<file path="config.mk">
export PLATFORM = sky130hd
export DESIGN_NAME = stream_find_and_replace
export DESIGN_NICKNAME = d
export VERILOG_FILES = /design/src/rtl/core/sfr_pkg.sv /design/src/rtl/core/sfr_window_cell.sv /design/src/rtl/core/sfr_out_cell.sv /design/src/rtl/core/stream_find_and_replace.sv
export SDC_FILE = /design/constraint.sdc
export NUM_CORES = 1
export LEC_CHECK = 0
export ABC_CLOCK_PERIOD_IN_PS = 5300
export BUFFER_PORTS_ARGS = -buffer_cell sky130_fd_sc_hd__buf_2
export CORE_MARGIN = 2
export CORE_UTILIZATION = 59
export CTS_BUF_LIST = sky130_fd_sc_hd__clkbuf_8 sky130_fd_sc_hd__clkbuf_16
export DETAILED_ROUTE_END_ITERATION = 10
export PLACE_DENSITY = 0.78
export SLEW_MARGIN = 25
export SYNTH_ARGS = -nofsm -noshare
export SYNTH_HDL_FRONTEND = slang
export SYNTH_HIERARCHICAL = 1
export SYNTH_SLANG_ARGS = --single-unit
export TNS_END_PERCENT = 50
</file>
<file path="constraint.sdc">
create_clock -name clk -period 5.3 [get_ports clk]
set_input_delay 0.53 -clock clk [delete_from_list [all_inputs] [get_ports clk]]
set_output_delay 0.53 -clock clk [all_outputs]
set_load 0.01 [all_outputs]
</file>
<file path="src/rtl/core/sfr_pkg.sv">
package sfr_pkg;

  // Sizes of the pattern, the replacement and the compare window
  localparam int PATTERN_MAX     = 8;
  localparam int REPLACEMENT_MAX = 8;
  localparam int WIN_DEPTH       = 8;
  localparam int OUT_DEPTH       = 8;
  localparam int LEN_W           = 4;
  localparam int CFG_IDX_W       = 2;
  localparam int CFG_DATA_W      = 64;

  // Configuration register indexes
  typedef enum logic [CFG_IDX_W-1:0] {
    CFG_PATTERN_BYTES      = 2'd0,
    CFG_PATTERN_LENGTH     = 2'd1,
    CFG_REPLACEMENT_BYTES  = 2'd2,
    CFG_REPLACEMENT_LENGTH = 2'd3
  } cfg_index_t;

  typedef struct packed {
    logic [7:0] in_byte;
    logic       in_last;
  } in_item_t;

  typedef struct packed {
    logic [7:0] out_byte;
    logic       byte_valid;
    logic       end_of_string;
  } out_item_t;

  // Window cell control: clear wins over shift, shift over append
  typedef struct packed {
    logic clear;
    logic shift;
    logic append;
  } win_ctrl_t;

  // Output cell control: load wins over shift
  typedef struct packed {
    logic load;
    logic shift;
  } out_ctrl_t;

endpackage

</file>
<file path="src/rtl/core/sfr_window_cell.sv">
module sfr_window_cell (
  input  logic              clk,
  input  logic              rst,
  input  logic [7:0]        in_byte,
  input  logic              is_fill,
  input  logic [7:0]        pat_byte,
  input  logic [7:0]        next_e,
  input  sfr_pkg::win_ctrl_t ctrl,
  output logic [7:0]        e,
  output logic              eq
);
  import sfr_pkg::*;

  logic [7:0] held;

  // Take the incoming byte when this cell is the next free slot
  assign e  = is_fill ? in_byte : held;
  assign eq = (e == pat_byte);

  // Clear, shift toward the oldest slot, or keep the appended byte
  always_ff @(posedge clk) begin
    if (rst) begin
      held <= 8'd0;
    end else begin
      priority if (ctrl.clear) begin
        held <= 8'd0;
      end else if (ctrl.shift) begin
        held <= next_e;
      end else if (ctrl.append) begin
        held <= e;
      end else begin
        held <= held;
      end
    end
  end

endmodule

</file>
<file path="src/rtl/core/sfr_out_cell.sv">
module sfr_out_cell (
  input  logic              clk,
  input  logic [7:0]        load_byte,
  input  logic [7:0]        next_byte,
  input  sfr_pkg::out_ctrl_t ctrl,
  output logic [7:0]        byte_q
);
  import sfr_pkg::*;

  // Load a fresh burst, or advance one place toward the head
  always_ff @(posedge clk) begin
    priority if (ctrl.load) begin
      byte_q <= load_byte;
    end else if (ctrl.shift) begin
      byte_q <= next_byte;
    end else begin
      byte_q <= byte_q;
    end
  end

endmodule

</file>
<file path="src/rtl/core/stream_find_and_replace.sv">
// Streaming find and replace on a byte stream.
// Input channel: in_data carries one character and a last flag; a request is
// taken when in_valid is high and in_stall is low. Output channel: out_data
// carries one character, a byte_valid flag and an end_of_string flag, taken
// when out_valid is high and out_stall is low. Configuration: cfg_valid with
// cfg_ready (always high), cfg_index selects pattern bytes, pattern length,
// replacement bytes or replacement length; writing the pattern length empties
// the window.
// Results of a request appear on the output in the cycle after it is taken.
// Plain text, where each request yields at most one result, flows at one byte
// per cycle while the receiver does not stall; a request that yields k results
// (a replacement, or the flush of the window at end of string) holds the input
// while the output cell chain drains one result per cycle, as the receiver takes
// them. The next request is taken in the cycle the final pending result leaves.
// While the receiver stalls, the head result holds and in_stall stays high
// as long as any result is pending.
// Reset empties the window and the output chain and clears the configuration.
module stream_find_and_replace (
  input  logic                             clk,
  input  logic                             rst,
  input  sfr_pkg::in_item_t                in_data,
  input  logic                             in_valid,
  output logic                             in_stall,
  output sfr_pkg::out_item_t               out_data,
  output logic                             out_valid,
  input  logic                             out_stall,
  input  logic                             cfg_valid,
  output logic                             cfg_ready,
  input  logic [sfr_pkg::CFG_IDX_W-1:0]    cfg_index,
  input  logic [sfr_pkg::CFG_DATA_W-1:0]   cfg_data
);
  import sfr_pkg::*;

  // Configuration registers
  logic [8*PATTERN_MAX-1:0]     pattern_bytes;
  logic [LEN_W-1:0]             pattern_length;
  logic [8*REPLACEMENT_MAX-1:0] replacement_bytes;
  logic [LEN_W-1:0]             replacement_length;

  // Window and output chain state
  logic [LEN_W-1:0] fill;
  logic [LEN_W-1:0] fill_next;
  logic [LEN_W-1:0] count;
  logic [LEN_W-1:0] count_next;
  logic             burst_last;
  logic             burst_marker;

  logic             cfg_fire;
  logic             plen_write;
  logic             in_fire;
  logic             out_fire;

  logic [LEN_W-1:0] plen;
  logic [LEN_W-1:0] rlen;
  logic [LEN_W-1:0] fill_inc;
  logic             compare;
  logic             match;
  logic             marker;
  logic [LEN_W-1:0] burst_count;

  logic [7:0]       win_e [WIN_DEPTH];
  logic [WIN_DEPTH-1:0] win_eq;
  logic [WIN_DEPTH-1:0] win_mask;
  win_ctrl_t        win_ctrl;

  logic [7:0]       out_q [OUT_DEPTH];
  out_ctrl_t        out_ctrl;

  assign cfg_ready  = 1'b1;
  assign cfg_fire   = cfg_valid && cfg_ready;
  assign plen_write = cfg_fire && (cfg_index_t'(cfg_index) == CFG_PATTERN_LENGTH);

  // Write configuration registers
  always_ff @(posedge clk) begin
    if (rst) begin
      pattern_bytes      <= '0;
      pattern_length     <= '0;
      replacement_bytes  <= '0;
      replacement_length <= '0;
    end else if (cfg_fire) begin
      unique case (cfg_index_t'(cfg_index))
        CFG_PATTERN_BYTES:      pattern_bytes      <= cfg_data[8*PATTERN_MAX-1:0];
        CFG_PATTERN_LENGTH:     pattern_length     <= cfg_data[LEN_W-1:0];
        CFG_REPLACEMENT_BYTES:  replacement_bytes  <= cfg_data[8*REPLACEMENT_MAX-1:0];
        CFG_REPLACEMENT_LENGTH: replacement_length <= cfg_data[LEN_W-1:0];
        default: ;
      endcase
    end
  end

  // Clamp lengths to the supported maxima
  assign plen = (pattern_length > LEN_W'(PATTERN_MAX)) ? LEN_W'(PATTERN_MAX)
                                                       : pattern_length;
  assign rlen = (replacement_length > LEN_W'(REPLACEMENT_MAX)) ? LEN_W'(REPLACEMENT_MAX)
                                                               : replacement_length;

  // Handshakes: take a request only when the chain is empty or emptying
  assign out_valid = (count != '0);
  assign out_fire  = out_valid && !out_stall;
  assign in_stall  = !((count == '0) || ((count == LEN_W'(1)) && !out_stall));
  assign in_fire   = in_valid && !in_stall;

  // Window chain of compare cells
  for (genvar i = 0; i < WIN_DEPTH; i++) begin : g_win
    logic [7:0] next_e;
    if (i == WIN_DEPTH - 1) begin : g_end
      assign next_e = 8'd0;
    end else begin : g_mid
      assign next_e = win_e[i+1];
    end
    assign win_mask[i] = (LEN_W'(i) < plen);
    sfr_window_cell u_cell (
      .clk      (clk),
      .rst      (rst),
      .in_byte  (in_data.in_byte),
      .is_fill  (fill == LEN_W'(i)),
      .pat_byte (pattern_bytes[8*i +: 8]),
      .next_e   (next_e),
      .ctrl     (win_ctrl),
      .e        (win_e[i]),
      .eq       (win_eq[i])
    );
  end

  // Compare once the window reaches the pattern length
  assign fill_inc = fill + LEN_W'(1);
  assign compare  = (plen != '0) && (fill_inc >= plen);
  assign match    = compare && (&(win_eq | ~win_mask));

  // Size the burst of results for this request
  always_comb begin
    priority if (plen == '0) begin
      burst_count = LEN_W'(1);
    end else if (match) begin
      burst_count = rlen;
    end else if (compare) begin
      burst_count = in_data.in_last ? plen : LEN_W'(1);
    end else begin
      burst_count = in_data.in_last ? fill_inc : '0;
    end
  end

  assign marker = in_data.in_last && (burst_count == '0);

  // Steer the window: clear, drop the oldest byte, or append
  always_comb begin
    win_ctrl  = '0;
    fill_next = fill;
    if (plen_write) begin
      win_ctrl.clear = 1'b1;
      fill_next      = '0;
    end else if (in_fire && (plen != '0)) begin
      priority if (in_data.in_last || match) begin
        win_ctrl.clear = 1'b1;
        fill_next      = '0;
      end else if (compare) begin
        win_ctrl.shift = 1'b1;
        fill_next      = plen - LEN_W'(1);
      end else begin
        win_ctrl.append = 1'b1;
        fill_next       = fill_inc;
      end
    end
  end

  always_ff @(posedge clk) begin
    if (rst) begin
      fill <= '0;
    end else begin
      fill <= fill_next;
    end
  end

  // Output chain: load a burst, then shift one result out per result the receiver takes
  assign out_ctrl.load  = in_fire;
  assign out_ctrl.shift = out_fire;

  for (genvar i = 0; i < OUT_DEPTH; i++) begin : g_out
    logic [7:0] load_byte;
    logic [7:0] next_byte;
    if (i == OUT_DEPTH - 1) begin : g_end
      assign next_byte = 8'd0;
    end else begin : g_mid
      assign next_byte = out_q[i+1];
    end
    assign load_byte = marker ? 8'd0 :
                       match  ? replacement_bytes[8*i +: 8] : win_e[i];
    sfr_out_cell u_cell (
      .clk       (clk),
      .load_byte (load_byte),
      .next_byte (next_byte),
      .ctrl      (out_ctrl),
      .byte_q    (out_q[i])
    );
  end

  // Track results pending in the chain
  always_comb begin
    count_next = count;
    priority if (in_fire) begin
      count_next = marker ? LEN_W'(1) : burst_count;
    end else if (out_fire) begin
      count_next = count - LEN_W'(1);
    end else begin
      count_next = count;
    end
  end

  always_ff @(posedge clk) begin
    if (rst) begin
      count        <= '0;
      burst_last   <= 1'b0;
      burst_marker <= 1'b0;
    end else begin
      count <= count_next;
      if (in_fire) begin
        burst_last   <= in_data.in_last;
        burst_marker <= marker;
      end
    end
  end

  assign out_data.out_byte      = out_q[0];
  assign out_data.byte_valid    = !burst_marker;
  assign out_data.end_of_string = burst_last && (count == LEN_W'(1));

endmodule
</file>
==> results.py <==
metrics = {
    "run_status": {
        "outcome": "complete, no violations",
    },
    "die": {
        "start_util_pct": 60.0,
        "num_rows": 58,
        "die_area_sq_um": 26800,
        "ios": 93,
        "coreArea_sq_um": 25100,
        "die_h_um": 164,
        "die_w_um": 164,
    },
    "placed_design": {
        "place_hpwl_um": 26400,
        "dpl-instance-area_sq_um": 15500,
        "port_buffers": 91,
        "dp.cells": 2027,
        "gp_congestion": 0.933,
    },
    "logic_synthesis": {
        "synth_top_flop_cell": "dfxtp_1",
        "synth_top_area_cell": "dfxtp_1",
        "netlist_area_sq_um": 15100,
        "synth_edf_count": 64,
        "seq_area_frac_synth_pct": 40.7,
        "synth_cells": 1704,
        "avgSynthCellArea_sq_um": 8.84,
        "synth-seq-cells": 274,
        "ys_warn_count": 6,
        "ys_types": 63,
        "synth_top_area_share_pct": 27.9,
        "synthTopCellsByArea": "dfxtp_1 28%, edfxtp_1 13%, nand2_1 9.9%, a21oi_1 8.1%, mux2_4 6.4%",
        "synthArstFlopShare_pct": 0,
    },
    "critical_path": {
        "startpoint_type": "flop",
        "cp.depth": 14,
        "cp.arrival_ns": 5.22,
        "critPathMaxFanout": 64,
        "crit_slowest_cell": "and2_1",
        "crit_type": "flop to flop",
        "cp-end-kind": "flop",
        "path_cells": "nor2b_1 > and2_1 > mux2i_2 > xor2_1 > nand4_1 > nor2_1 > nand2b_1 > o2111ai_1 > o31a_2 > or4_4 > o31ai_4 > buf_12 > a21oi_1 > mux2_4",
        "path_delay_family": "simple AND/OR/NAND/NOR gates",
        "r2r_cells": 14,
        "cp.required_ns": 5.63,
        "critPathMaxStageDelay_ns": 0.58,
        "cp.buffers_inverters": 1,
    },
    "detailed_routing": {
        "route.vias.total": 12300,
        "wl_um": 40300,
        "wire_per_inst_um": 19.4,
        "remaining_drc_errors": 0,
        "ant_nets": 0,
        "dr.first_iter.drc_count": 1218,
        "drtPass1Iterations": 8,
        "vias_per_cell": 5.92,
    },
    "layout": {
        "instances_no_fill": 2083,
        "nets": 1823,
        "syn2layout_area_growth_pct": 9.62,
        "n_antenna_cell": 0,
        "final_area_sq_um": 16500,
        "drive_gt1_share_pct": 22.1,
    },
    "global_route": {
        "grt_usage_pct": 30.1,
        "grt_overflow": 0,
        "antenna_found_initial": 0,
        "grt_pass1_vias": 11800,
        "grt_pass1_wl_um": 63500,
        "grt_max_degree": 111,
    },
    "job": {
        "max_cap_viol_count": 0,
    },
    "clock_tree": {
        "cts_setup_buffers": 0,
        "root_buffer": "clkbuf_16",
        "cts_hold_buf": 0,
        "path_clk_slew_ns": 0.07,
        "cts_tree": "yes",
        "clk_latency_ns": 0.57,
        "cts_resized": 0,
        "clkSinkCount": 274,
        "htree_num_levels": 1,
        "cts_buffer_depth": 3,
        "cts_buffers": 30,
    },
    "timing": {
        "hold_violations": 0,
        "maxSlewHeadroom_pct": 34.9,
        "period_needed_ns": 4.89,
        "post-route-period-util_pct": 92.3,
        "finalClockSkew_ns": 0.0233,
        "fin_hold_ws_ns": 0.207,
        "fmaxAchievable_mhz": 204,
        "finalSetupViolCount": 0,
        "maxSlewViolCount": 0,
        "setup_tns_ns": 0,
        "worst_slew_pin_slew_ns": 0.976,
        "rsz0062_at_grt": "no",
    },
    "pwr": {
        "p_leak_nw": 6.43,
        "powerDensity_nw_per_um2": 393,
        "peakVddDrop_uv": 276,
    },
    "hold_path": {
        "hold_depth": 3,
        "hold_path_class": "input pin to flop",
    },
}
final timing paths:
kind | from | endpoint | slack [ns]
max | fill[2]$_SDFFE_PP0P_ | g_out[7].u_cell/byte_q[7]$_DFFE_PP_ | 0.41
min | cfg_data[51] | pattern_bytes[51]$_SDFFE_PP0P_ | 0.21
max reg2reg | fill[2]$_SDFFE_PP0P_ | g_out[7].u_cell/byte_q[7]$_DFFE_PP_ | 0.41
min reg2reg | replacement_bytes[55]$_SDFFE_PP0P_ | replacement_bytes[55]$_SDFFE_PP0P_ | 0.46
synthesized netlist by cell type (2+ instances only):
library cell,count
nand2b_1,3
a21oi_2,20
o211ai_1,2
a311oi_1,5
and2_1,10
o211a_1,2
clkbuf_1,61
a211oi_1,65
xnor2_1,2
nor2b_1,5
nor2_1,91
xor2_1,68
o21ai_0,5
nor3b_1,2
or3_1,2
buf_1,17
mux2_4,64
nand4_1,19
or2_1,8
conb_1,2
nor4_1,5
mux2i_2,64
buf_2,21
inv_1,76
nor3_1,7
nand3_1,6
buf_6,16
or2_2,2
or4_1,4
nand2_1,399
a21oi_1,245
mux2i_1,12
buf_8,6
nor3_2,66
nand3b_1,2
edfxtp_1,64
clkbuf_2,8
dfxtp_1,210
ha_1,14
per-layer routing:
metal  GRT usage (%)  up-vias  part of all wire (%)
met3            4.09      110                   7.4
met4            11.3        0                   4.1
li1                -     5826                     -
met2            49.6      510                    47
met5               0        -                     0
met1            40.4     5888                    42
state kept, by name, summed over array words and instances (netlist names):
name                 count
g_win.u_cell/held       64
burst_last               1
count                    4
replacement_length       4
g_out.u_cell/byte_q     64
pattern_bytes           64
pattern_length           4
burst_marker             1
replacement_bytes       64
fill                     4
logic make-up (layout without fill, tap and decap cells):
kind of cell,Yosys count,count (layout),share of synthesized area (%)
flip-flops,274,274,40.7
multiplexers,140,140,13.0
other,2,17,0.0499
adder cells (fa/ha/maj),14,14,1.16
XOR/XNOR,70,70,4.07
AO/OA/AOI/OAI,356,356,14.1
AND/OR/NAND/NOR,641,641,20.3
buffers and inverters,207,241,6.67
final cells by class:
type,instances,area [sq um]
Fill cell,2072,8600
Multi-Input combinational cell,1238,8050
Sequential cell,274,6130
Clock buffer,40,900
Timing Repair Buffer,108,627
Tap cell,330,413
Inverter,77,289
Clock inverter,16,108
worst min-delay path: stages:
cell,delay [ns]
buf_2,0.10
nand2_1,0.05
a21oi_1,0.05
where the power goes:
group	internal, W	switching (W)	total [W]
Clock	0.00123	0.000858	0.00209
Sequential	0.00263	0.000194	0.00282
Combinational	0.000718	0.000865	0.00158
metrics by stage:
| stage | total power (W) | worst slack [ns] | utilization (%) |
|---|---|---|---|
| 3_5_place_dp | 0.00443 | 0.547 | 61.8 |
| 6_report | 0.00649 | 0.406 | 65.8 |
| 5_1_grt | 0.00672 | 0.239 | 65.8 |
| 2_1_floorplan | 0.00400 | 1.47 | - |
| 3_3_place_gp | 0.00437 | 0.562 | 61.8 |
| 4_1_cts | 0.00650 | 0.510 | 65.8 |
cell usage in the layout (no fill, tap or decap), types with 3 or more instances in the layout:
master | synthesis | final
a211oi_1 | 65 | 65
a21oi_1 | 245 | 244
a21oi_2 | 20 | 21
a311oi_1 | 5 | 5
and2_1 | 10 | 10
buf_12 | 0 | 3
buf_2 | 21 | 90
buf_4 | 1 | 14
clkbuf_16 | 0 | 31
clkbuf_8 | 0 | 9
clkinv_2 | 0 | 3
conb_1 | 2 | 17
dfxtp_1 | 210 | 210
edfxtp_1 | 64 | 64
ha_1 | 14 | 14
inv_1 | 76 | 86
mux2_4 | 64 | 64
mux2i_1 | 12 | 12
mux2i_2 | 64 | 64
nand2_1 | 399 | 399
nand2b_1 | 3 | 3
nand3_1 | 6 | 5
nand4_1 | 19 | 19
nor2_1 | 91 | 88
nor2_4 | 0 | 3
nor2b_1 | 5 | 5
nor3_1 | 7 | 7
nor3_2 | 66 | 65
nor4_1 | 5 | 5
o21ai_0 | 5 | 4
or2_1 | 8 | 8
or4_1 | 4 | 4
xor2_1 | 68 | 68
No activity file was read; power rests on OpenSTA's default activity.
